==> config.mk <==
export PLATFORM = sky130hd
export DESIGN_NAME = cpu_alu_flag_unit
export DESIGN_NICKNAME = d
export VERILOG_FILES = /design/src/rtl/caf_pkg.sv /design/src/rtl/caf_core.sv /design/src/rtl/cpu_alu_flag_unit.sv
export SDC_FILE = /design/constraint.sdc
export NUM_CORES = 1
export LEC_CHECK = 0
export BUFFER_PORTS_ARGS = -buffer_cell sky130_fd_sc_hd__clkbuf_2
export CAP_MARGIN = 0
export CORE_ASPECT_RATIO = 0.7
export CORE_MARGIN = 2
export CORE_UTILIZATION = 55
export DETAILED_ROUTE_END_ITERATION = 10
export HOLD_SLACK_MARGIN = 0.15
export PLACE_DENSITY = 0.78
export SYNTH_ARGS = -nofsm -noshare
export SYNTH_HDL_FRONTEND = slang
export SYNTH_SLANG_ARGS = --single-unit
==> constraint.sdc <==
create_clock -name i_clk -period 4.2 [get_ports i_clk]
set_input_delay 1.05 -clock i_clk [delete_from_list [all_inputs] [get_ports i_clk]]
set_output_delay 1.05 -clock i_clk [all_outputs]
set_load 0.05 [all_outputs]
==> src/rtl/caf_pkg.sv <==
// Package for the processor ALU flag unit: item types, flag type and operation codes.
package caf_pkg;

    // Operation codes carried in the action field
    localparam logic [4:0] ACT_ADD    = 5'd0;
    localparam logic [4:0] ACT_ADC    = 5'd1;
    localparam logic [4:0] ACT_SUB    = 5'd2;
    localparam logic [4:0] ACT_SBC    = 5'd3;
    localparam logic [4:0] ACT_AND    = 5'd4;
    localparam logic [4:0] ACT_XOR    = 5'd5;
    localparam logic [4:0] ACT_OR     = 5'd6;
    localparam logic [4:0] ACT_CP     = 5'd7;
    localparam logic [4:0] ACT_INC    = 5'd8;
    localparam logic [4:0] ACT_DEC    = 5'd9;
    localparam logic [4:0] ACT_RLC    = 5'd10;
    localparam logic [4:0] ACT_RRC    = 5'd11;
    localparam logic [4:0] ACT_RL     = 5'd12;
    localparam logic [4:0] ACT_RR     = 5'd13;
    localparam logic [4:0] ACT_SLA    = 5'd14;
    localparam logic [4:0] ACT_SRA    = 5'd15;
    localparam logic [4:0] ACT_SWAP   = 5'd16;
    localparam logic [4:0] ACT_SRL    = 5'd17;
    localparam logic [4:0] ACT_BIT    = 5'd18;
    localparam logic [4:0] ACT_RES    = 5'd19;
    localparam logic [4:0] ACT_SET    = 5'd20;
    localparam logic [4:0] ACT_DAA    = 5'd21;
    localparam logic [4:0] ACT_CPL    = 5'd22;
    localparam logic [4:0] ACT_CCF    = 5'd23;
    localparam logic [4:0] ACT_SCF    = 5'd24;
    localparam logic [4:0] ACT_ADD16  = 5'd25;
    localparam logic [4:0] ACT_ADDSP  = 5'd26;
    localparam logic [4:0] ACT_LDFLAG = 5'd27;

    // Decimal adjust constants
    localparam logic [7:0] DAA_HI_LIMIT = 8'h99;
    localparam logic [7:0] DAA_HI_ADJ   = 8'h60;
    localparam logic [7:0] DAA_LO_ADJ   = 8'h06;
    localparam logic [3:0] DAA_LO_LIMIT = 4'h9;

    // One input item
    typedef struct packed {
        logic [4:0]  action;
        logic [15:0] operand_a;
        logic [15:0] operand_b;
        logic [2:0]  bit_index;
        logic        accumulator_form;
    } t_in_item;

    // One result item
    typedef struct packed {
        logic [15:0] result;
        logic        flag_zero;
        logic        flag_subtract;
        logic        flag_half;
        logic        flag_carry;
    } t_out_item;

    // Kept flag register
    typedef struct packed {
        logic z;
        logic n;
        logic h;
        logic c;
    } t_flags;

endpackage

==> src/rtl/caf_core.sv <==
// Combinational ALU datapath: one operation and its new flags from an item and the kept flags.
module caf_core (
    input  caf_pkg::t_in_item  i_item,
    input  caf_pkg::t_flags    i_flags,
    output caf_pkg::t_out_item o_item
);

    logic [7:0]  a;
    logic [7:0]  b;
    logic        cin;
    logic [8:0]  sum9;
    logic [4:0]  sum5;
    logic [8:0]  dif9;
    logic [4:0]  dif5;
    logic [16:0] sum17;
    logic [12:0] sum13;
    logic [15:0] sp_off;
    logic [8:0]  sp_lo9;
    logic [4:0]  sp_lo5;
    logic [7:0]  bit_mask;
    logic [7:0]  daa_t;
    logic        daa_c;
    logic [7:0]  r8;
    logic [15:0] r16;
    logic        wide;
    logic        z, n, h, c;

    assign a   = i_item.operand_a[7:0];
    assign b   = i_item.operand_b[7:0];
    assign cin = ((i_item.action == caf_pkg::ACT_ADC) || (i_item.action == caf_pkg::ACT_SBC))
                 ? i_flags.c : 1'b0;

    // Byte add and subtract with nibble carries
    assign sum9 = {1'b0, a} + {1'b0, b} + {8'd0, cin};
    assign sum5 = {1'b0, a[3:0]} + {1'b0, b[3:0]} + {4'd0, cin};
    assign dif9 = {1'b0, a} - {1'b0, b} - {8'd0, cin};
    assign dif5 = {1'b0, a[3:0]} - {1'b0, b[3:0]} - {4'd0, cin};

    // Word add and stack offset add
    assign sum17  = {1'b0, i_item.operand_a} + {1'b0, i_item.operand_b};
    assign sum13  = {1'b0, i_item.operand_a[11:0]} + {1'b0, i_item.operand_b[11:0]};
    assign sp_off = {{8{b[7]}}, b};
    assign sp_lo9 = {1'b0, i_item.operand_a[7:0]} + {1'b0, b};
    assign sp_lo5 = {1'b0, i_item.operand_a[3:0]} + {1'b0, b[3:0]};

    assign bit_mask = 8'h01 << i_item.bit_index;

    // Decimal adjust: high correction first, then low on the partial value
    always_comb begin
        daa_t = a;
        daa_c = i_flags.c;
        if (!i_flags.n) begin
            if (i_flags.c || (a > caf_pkg::DAA_HI_LIMIT)) begin
                daa_t = daa_t + caf_pkg::DAA_HI_ADJ;
                daa_c = 1'b1;
            end
            if (i_flags.h || (daa_t[3:0] > caf_pkg::DAA_LO_LIMIT)) begin
                daa_t = daa_t + caf_pkg::DAA_LO_ADJ;
            end
        end else begin
            if (i_flags.c) begin
                daa_t = daa_t - caf_pkg::DAA_HI_ADJ;
            end
            if (i_flags.h) begin
                daa_t = daa_t - caf_pkg::DAA_LO_ADJ;
            end
        end
    end

    // Operation select; flags default to kept
    always_comb begin
        r8   = 8'd0;
        r16  = 16'd0;
        wide = 1'b0;
        z    = i_flags.z;
        n    = i_flags.n;
        h    = i_flags.h;
        c    = i_flags.c;
        case (i_item.action)
            caf_pkg::ACT_ADD, caf_pkg::ACT_ADC: begin
                r8 = sum9[7:0];
                z  = (sum9[7:0] == 8'd0);
                n  = 1'b0;
                h  = sum5[4];
                c  = sum9[8];
            end
            caf_pkg::ACT_SUB, caf_pkg::ACT_SBC, caf_pkg::ACT_CP: begin
                r8 = (i_item.action == caf_pkg::ACT_CP) ? a : dif9[7:0];
                z  = (dif9[7:0] == 8'd0);
                n  = 1'b1;
                h  = dif5[4];
                c  = dif9[8];
            end
            caf_pkg::ACT_AND: begin
                r8 = a & b;
                z  = ((a & b) == 8'd0);
                n  = 1'b0;
                h  = 1'b1;
                c  = 1'b0;
            end
            caf_pkg::ACT_XOR: begin
                r8 = a ^ b;
                z  = ((a ^ b) == 8'd0);
                n  = 1'b0;
                h  = 1'b0;
                c  = 1'b0;
            end
            caf_pkg::ACT_OR: begin
                r8 = a | b;
                z  = ((a | b) == 8'd0);
                n  = 1'b0;
                h  = 1'b0;
                c  = 1'b0;
            end
            caf_pkg::ACT_INC: begin
                r8 = a + 8'd1;
                z  = (a == 8'hFF);
                n  = 1'b0;
                h  = (a[3:0] == 4'hF);
            end
            caf_pkg::ACT_DEC: begin
                r8 = a - 8'd1;
                z  = (a == 8'h01);
                n  = 1'b1;
                h  = (a[3:0] == 4'h0);
            end
            caf_pkg::ACT_RLC: begin
                r8 = {a[6:0], a[7]};
                z  = !i_item.accumulator_form && (a == 8'd0);
                n  = 1'b0;
                h  = 1'b0;
                c  = a[7];
            end
            caf_pkg::ACT_RRC: begin
                r8 = {a[0], a[7:1]};
                z  = !i_item.accumulator_form && (a == 8'd0);
                n  = 1'b0;
                h  = 1'b0;
                c  = a[0];
            end
            caf_pkg::ACT_RL: begin
                r8 = {a[6:0], i_flags.c};
                z  = !i_item.accumulator_form && ({a[6:0], i_flags.c} == 8'd0);
                n  = 1'b0;
                h  = 1'b0;
                c  = a[7];
            end
            caf_pkg::ACT_RR: begin
                r8 = {i_flags.c, a[7:1]};
                z  = !i_item.accumulator_form && ({i_flags.c, a[7:1]} == 8'd0);
                n  = 1'b0;
                h  = 1'b0;
                c  = a[0];
            end
            caf_pkg::ACT_SLA: begin
                r8 = {a[6:0], 1'b0};
                z  = (a[6:0] == 7'd0);
                n  = 1'b0;
                h  = 1'b0;
                c  = a[7];
            end
            caf_pkg::ACT_SRA: begin
                r8 = {a[7], a[7:1]};
                z  = (a[7:1] == 7'd0);
                n  = 1'b0;
                h  = 1'b0;
                c  = a[0];
            end
            caf_pkg::ACT_SWAP: begin
                r8 = {a[3:0], a[7:4]};
                z  = (a == 8'd0);
                n  = 1'b0;
                h  = 1'b0;
                c  = 1'b0;
            end
            caf_pkg::ACT_SRL: begin
                r8 = {1'b0, a[7:1]};
                z  = (a[7:1] == 7'd0);
                n  = 1'b0;
                h  = 1'b0;
                c  = a[0];
            end
            caf_pkg::ACT_BIT: begin
                r8 = a;
                z  = !a[i_item.bit_index];
                n  = 1'b0;
                h  = 1'b1;
            end
            caf_pkg::ACT_RES: begin
                r8 = a & ~bit_mask;
            end
            caf_pkg::ACT_SET: begin
                r8 = a | bit_mask;
            end
            caf_pkg::ACT_DAA: begin
                r8 = daa_t;
                z  = (daa_t == 8'd0);
                h  = 1'b0;
                c  = daa_c;
            end
            caf_pkg::ACT_CPL: begin
                r8 = ~a;
                n  = 1'b1;
                h  = 1'b1;
            end
            caf_pkg::ACT_CCF: begin
                r8 = a;
                n  = 1'b0;
                h  = 1'b0;
                c  = !i_flags.c;
            end
            caf_pkg::ACT_SCF: begin
                r8 = a;
                n  = 1'b0;
                h  = 1'b0;
                c  = 1'b1;
            end
            caf_pkg::ACT_ADD16: begin
                wide = 1'b1;
                r16  = sum17[15:0];
                n    = 1'b0;
                h    = sum13[12];
                c    = sum17[16];
            end
            caf_pkg::ACT_ADDSP: begin
                wide = 1'b1;
                r16  = i_item.operand_a + sp_off;
                z    = 1'b0;
                n    = 1'b0;
                h    = sp_lo5[4];
                c    = sp_lo9[8];
            end
            caf_pkg::ACT_LDFLAG: begin
                r8 = {a[7:4], 4'h0};
                z  = a[7];
                n  = a[6];
                h  = a[5];
                c  = a[4];
            end
            default: begin
                r8 = 8'd0;
            end
        endcase
    end

    assign o_item.result        = wide ? r16 : {8'd0, r8};
    assign o_item.flag_zero     = z;
    assign o_item.flag_subtract = n;
    assign o_item.flag_half     = h;
    assign o_item.flag_carry    = c;

endmodule

==> src/rtl/cpu_alu_flag_unit.sv <==
// Top level of the processor ALU flag unit: input register, ALU, flag register, result register.
//
//   channel  direction  handshake                  payload
//   in       sink       i_in_valid / o_in_stall    i_in_data  (caf_pkg::t_in_item)
//   out      source     o_out_valid / i_out_stall  o_out_data (caf_pkg::t_out_item)
//
// An item waits in the input register until the result register is free and then
// moves into it; one item per cycle sustained while the output does not stall.
// The flag register updates as an item moves into the result register, so the
// next item sees its flags with no bubble.
// Reset clears both valid bits and the flags to zero.
// A stall on the output holds the result; the input stalls only when both stages are full.
module cpu_alu_flag_unit (
    input  logic               i_clk,
    input  logic               i_rst_n,
    input  logic               i_in_valid,
    output logic               o_in_stall,
    input  caf_pkg::t_in_item  i_in_data,
    output logic               o_out_valid,
    input  logic               i_out_stall,
    output caf_pkg::t_out_item o_out_data
);

    logic               r_in_valid;
    caf_pkg::t_in_item  r_in_item;
    logic               r_out_valid;
    caf_pkg::t_out_item r_out_item;
    caf_pkg::t_flags    r_flags;
    caf_pkg::t_out_item alu_out;
    logic               out_free;
    logic               move;
    logic               take;

    // Stage advance control
    assign out_free   = !r_out_valid || !i_out_stall;
    assign move       = r_in_valid && out_free;
    assign o_in_stall = r_in_valid && !out_free;
    assign take       = i_in_valid && !o_in_stall;

    caf_core u_core (
        .i_item (r_in_item),
        .i_flags(r_flags),
        .o_item (alu_out)
    );

    // Input register
    always_ff @(posedge i_clk) begin
        if (!i_rst_n) begin
            r_in_valid <= 1'b0;
        end else if (take) begin
            r_in_valid <= 1'b1;
        end else if (move) begin
            r_in_valid <= 1'b0;
        end
        if (take) begin
            r_in_item <= i_in_data;
        end
    end

    // Result register and kept flags
    always_ff @(posedge i_clk) begin
        if (!i_rst_n) begin
            r_out_valid <= 1'b0;
            r_flags     <= '0;
        end else begin
            if (move) begin
                r_out_valid <= 1'b1;
                r_flags     <= {alu_out.flag_zero, alu_out.flag_subtract,
                                alu_out.flag_half, alu_out.flag_carry};
            end else if (out_free) begin
                r_out_valid <= 1'b0;
            end
        end
        if (move) begin
            r_out_item <= alu_out;
        end
    end

    assign o_out_valid = r_out_valid;
    assign o_out_data  = r_out_item;

endmodule

### Word level (Yosys, flattened, before mapping)

Cells that the tools add are included.
Widths: inputs -> output; s select.

* bits in registers: 67
* bits in writable memories: 0
* word-level logic and storage cells: 145
* latch bits: 0
* memories: 0
* bits in read-only memories: 0

* equal/unequal tests: 30
* div/mod/pow operators: 0
* add/subtract/negate cells: 17
* bitwise logic cells: 7
* reductions and logical operators: 45
* $mul: 0
* multiplexer cells: 25
* shift operators: 1
* $lt $le $gt $ge: 3

Operators by type and width (count)
* $pmux 8 s21: 1
* $logic_not 8->1: 9
* $mux 8: 9
* $eq 5x5->1 const B: 12
* $eq 5x4->1 const B: 8
* $pmux 16 s2: 1
* $eq 5x3->1 const B: 4
* $reduce_or 19->1: 1
* $add 16x16->17: 1
* $pmux 1 s17: 1
* $add 16x16->16: 1
* $and 8x8->8: 2
* $not 8->8: 2
* $or 8x8->8: 2
* $logic_not 7->1: 2
* $add 12x12->13: 1
* $reduce_or 13->1: 1
* $reduce_or 3->1: 4
* $pmux 1 s11: 1
* $eq 5x2->1 const B: 2
* $add 8x8->9: 1
* $add 9x1->9: 1
* $mux 1: 9
* $pmux 1 s9: 1
* 32 further kinds: 51

### Logic depth before layout (Yosys ltp)

* word-level depth: 10
* mapped depth: 15

### Modules after synthesis

Synthesis repeated with hierarchy kept, for this count alone.

* cells, all modules: 771
* area total of the unflattened synthesis: 6630.1 µm²

Modules (own cells, without submodules)
* caf_core: cells an instance 685, area each 4551.9 µm², times used 1
* cpu_alu_flag_unit: cells an instance 86, area each 2078.2 µm², times used 1

### Least setup slack after synthesis

Ideal clock, no wire load.

* kind: register -> register
* from: register r_in_item[40] (netlist bit)
* to: register r_out_item, in the netlist o_out_data[0] (data pin)
* clock period less this slack: 3.948 ns
* arrival time: 3.681 ns
* data required time: 3.933 ns
* setup slack: 0.252 ns
* path buffers: 3
* cell stages (with the launch flop): 15
* cells stage by stage: edfxtp_1 > buf_2 > buf_2 > buf_1 > or4_1 > fa_1 > fa_1 > o21a_1 > o221a_2 > a21o_1 > a21oi_1 > xnor2_1 > o2111ai_1 > a211oi_1 > a21oi_1

RTL lines
* from (decl): line cpu_alu_flag_unit.sv:25 `caf_pkg::t_in_item r_in_item;`
* from (signal assigned): line cpu_alu_flag_unit.sv:56 `r_in_item <= i_in_data;`
* to (signal assigned): line cpu_alu_flag_unit.sv:75 `r_out_item <= alu_out;`
* to (decl): line cpu_alu_flag_unit.sv:27 `caf_pkg::t_out_item r_out_item;`

==> summary.txt <==
Outcome
  • Status: finished clean

Logic synthesis
  • Netlist cell types: 90
  • Synthesized net count: 878
  • Gate Count Post-Synth: 773
  • Count leader, synth: nand2_1
  • Share of the synthesized area in the top cell type: 0.274
  • Post-synth EDFFs: 61
  • Prevailing post-synth register cell: edfxtp_1
  • Fraction of registers with async set/reset: 0
  • Sequential element share of the synthesized area: 0.292
  • Yosys top cell by area: edfxtp_1
  • Flops & latches, synth: 67
  • Avg Synthesized Cell Area: 8.64 um2
  • Synth top cells by count: nand2_1, edfxtp_1, ha_1
  • Synth warn: 0
  • Syn Std Cell Area: 6680 um2
  • Synth area leaders: edfxtp_1, ha_1, a21oi_1

Worst setup path
  • Crit path kind: flip-flop to flip-flop
  • Critical Path Start Type: flip-flop
  • CP endpoint kind: flip-flop
  • R2R setup slack: 0.23 ns
  • Critical Path RT: 4.27 ns
  • CP max FO: 5
  • CP arrival: 4.04 ns
  • Reg2reg path depth: 12

Final layout
  • Layout Utilization: 0.644
  • Final Cell Area: 7580 um2
  • ANT cells: 0
  • Nets: 945
  • Final cell count without fillers: 1002
  • Layout cell share with drive strength beyond 1: 0.174
  • Area Growth Syn to Fin: 13.5%

Power and ir drop
  • Lkg Pwr: 3.00 nW
  • Internal Pwr Total: 1.53 mW
  • Pwr dens: 320 nW/um2
  • Reg power frac: 0.333
  • Sw Share: 0.369
  • Combinational share of power: 0.339
  • Psw: 895 uW
  • VDD IR max: 0.209 mV
  • Overall Power: 2.43 mW
  • Clk pwr share: 0.328

Routing
  • DRT iter0 DRCs: 1522
  • Pre-Repair DR Iteration Count: 7
  • DR WL/cell: 26.6 um
  • DRC: 0
  • Antenna-violating nets left: 0
  • Post-DR vias/cell: 7.09
  • Routed via count: 7100
  • WL final: 26700 um

Clock network
  • Worst-Skew Late Latency: 0.34 ns
  • PostCTS Resize Cnt: 0
  • Clock Tree Root: clkbuf_16
  • Hold_buf cts: 0
  • Setup Fix Bufs, Post-CTS: 0
  • H-tree depth: 3
  • Clock slew at reported path FFs: 0.06 ns
  • CTS max path bufs: 2
  • Total clock sinks: 67
  • CTS tree: built
  • CTS buffer count: 9

Floorplan
  • Core area: 11800 um2
  • Initial Utilization: 0.567
  • Core Rows: 33
  • Die area: 13100 um2
  • I/O pins: 67
  • Die width: 136 um
  • Die Y: 96.2 um

Timing
  • Slew margin rel.: 0.333
  • TNS Setup: 0 ns
  • Final hold violation count: 0
  • Fmax: 0.252 GHz
  • Period utilization: 0.946
  • Worst slew pin tran: 0.999 ns
  • Clock skew: 0.00993 ns
  • Post-layout min period: 3.97 ns
  • Unrepaired setup endpoints after global routing: no
  • Setup violations, final: 0
  • Final max-slew violation count: 0

Hold path
  • Class of the worst hold path: flip-flop to flip-flop
  • Hold Path Cell Cnt: 2

Placed design
  • DP Area: 7270 um2
  • Placer's final routability congestion estimate: 1.12
  • Post-DP HPWL: 20400 um
  • Port bufs: 66
  • Cells after DPL: 986

GRT
  • Total GRT Usage: 0.410
  • Vias in the first global route: 6504
  • Largest net degree at the start of global routing: 39
  • First-pass GRT wire length: 38900 um
  • Antenna violations before repair: 0
  • Gr ovfl total: 0

Job
  • Max-cap violation count: 0
-- per-stage QoR --
| stage | hold slack, ns | setup slack, ns |
|---|---|---|
| floorplan | 0.472 | 0.252 |
| global placement | 0.488 | 0.509 |
| detailed placement | 0.518 | 0.315 |
| CTS | 0.526 | 0.278 |
| global route | 0.604 | 0.0591 |
| finish | 0.532 | 0.226 |
-- layout by cell type, fill, tap and decap left out, types with 12 or more instances in the layout --
cell / synthesis / routed
a21oi_1: 53 / 53
a221oi_1: 13 / 13
buf_4: 0 / 35
clkbuf_2: 0 / 66
edfxtp_1: 61 / 61
ha_1: 57 / 57
inv_1: 36 / 36
nand2_1: 68 / 68
nand3_1: 29 / 29
nor2_1: 53 / 53
nor2b_1: 13 / 12
nor3_1: 28 / 28
o21ai_0: 44 / 44
o22ai_1: 15 / 15
xnor2_1: 24 / 24
xor2_1: 22 / 22
-- state kept, by name, summed over array words and instances (netlist names) --
signal	cells
r_in_valid	1
r_in_item	41
r_flags	4
o_out_data	20
o_out_valid	1
-- metal layers --
| metal | share of wire | wire length, um | GRT usage |
|---|---|---|---|
| met5 | 0 | 0 | 0 |
| met4 | 0.033 | 879 | 0.129 |
| met3 | 0.17 | 4520 | 0.153 |
| met2 | 0.39 | 10400 | 0.566 |
| met1 | 0.41 | 10800 | 0.589 |
-- area by class of cell --
cell class	count	area, um2
clock inverter	6	65.1
sequential	67	1950
tap	157	196
timing repair buffer	101	593
multi-input combinational	622	4380
clock buffer	10	239
fill	970	4190
inverter	39	146
-- critical path: stages, from the launching register on --
cell,delay (ns)
edfxtp_1,0.37
nand2b_1,0.24
or4_1,0.54
fa_1,0.46
fa_1,0.42
o21a_1,0.23
o221a_2,0.26
a21o_1,0.19
a21oi_1,0.22
xnor2_1,0.15
o2111ai_1,0.13
a211oi_1,0.39
a21oi_1,0.10
-- cell families after synthesis --
| family | share of synthesized area |
|---|---|
| muxes | 0.0157 |
| adders and majority gates | 0.116 |
| xor gates and xnor gates | 0.0628 |
| and+or+nand+nor | 0.201 |
| DFF | 0.292 |
| buffers and inverters | 0.0523 |
| AOI/OAI and AO/OA | 0.260 |
-- worst paths after layout --
| kind | endpoint | start |
|---|---|---|
| max reg2reg | o_out_data[0]$_DFFE_PP_ | r_in_item[39]$_DFFE_PP_ |
| min | o_out_valid$_SDFFE_PN0P_ | r_in_valid$_SDFFE_PN0P_ |
| min reg2reg | o_out_valid$_SDFFE_PN0P_ | r_in_valid$_SDFFE_PN0P_ |
| max | o_out_data[0]$_DFFE_PP_ | r_in_item[39]$_DFFE_PP_ |
-- power by group through the flow --
stage	clock network [mW]	logic, mW	registers [mW]
floorplan	0	0.494	0.861
global placement	0	0.763	0.818
detailed placement	0	0.777	0.821
CTS	0.794	0.782	0.807
global route	0.817	0.865	0.811
finish	0.797	0.822	0.808
(Power assumes the default switching activity.)
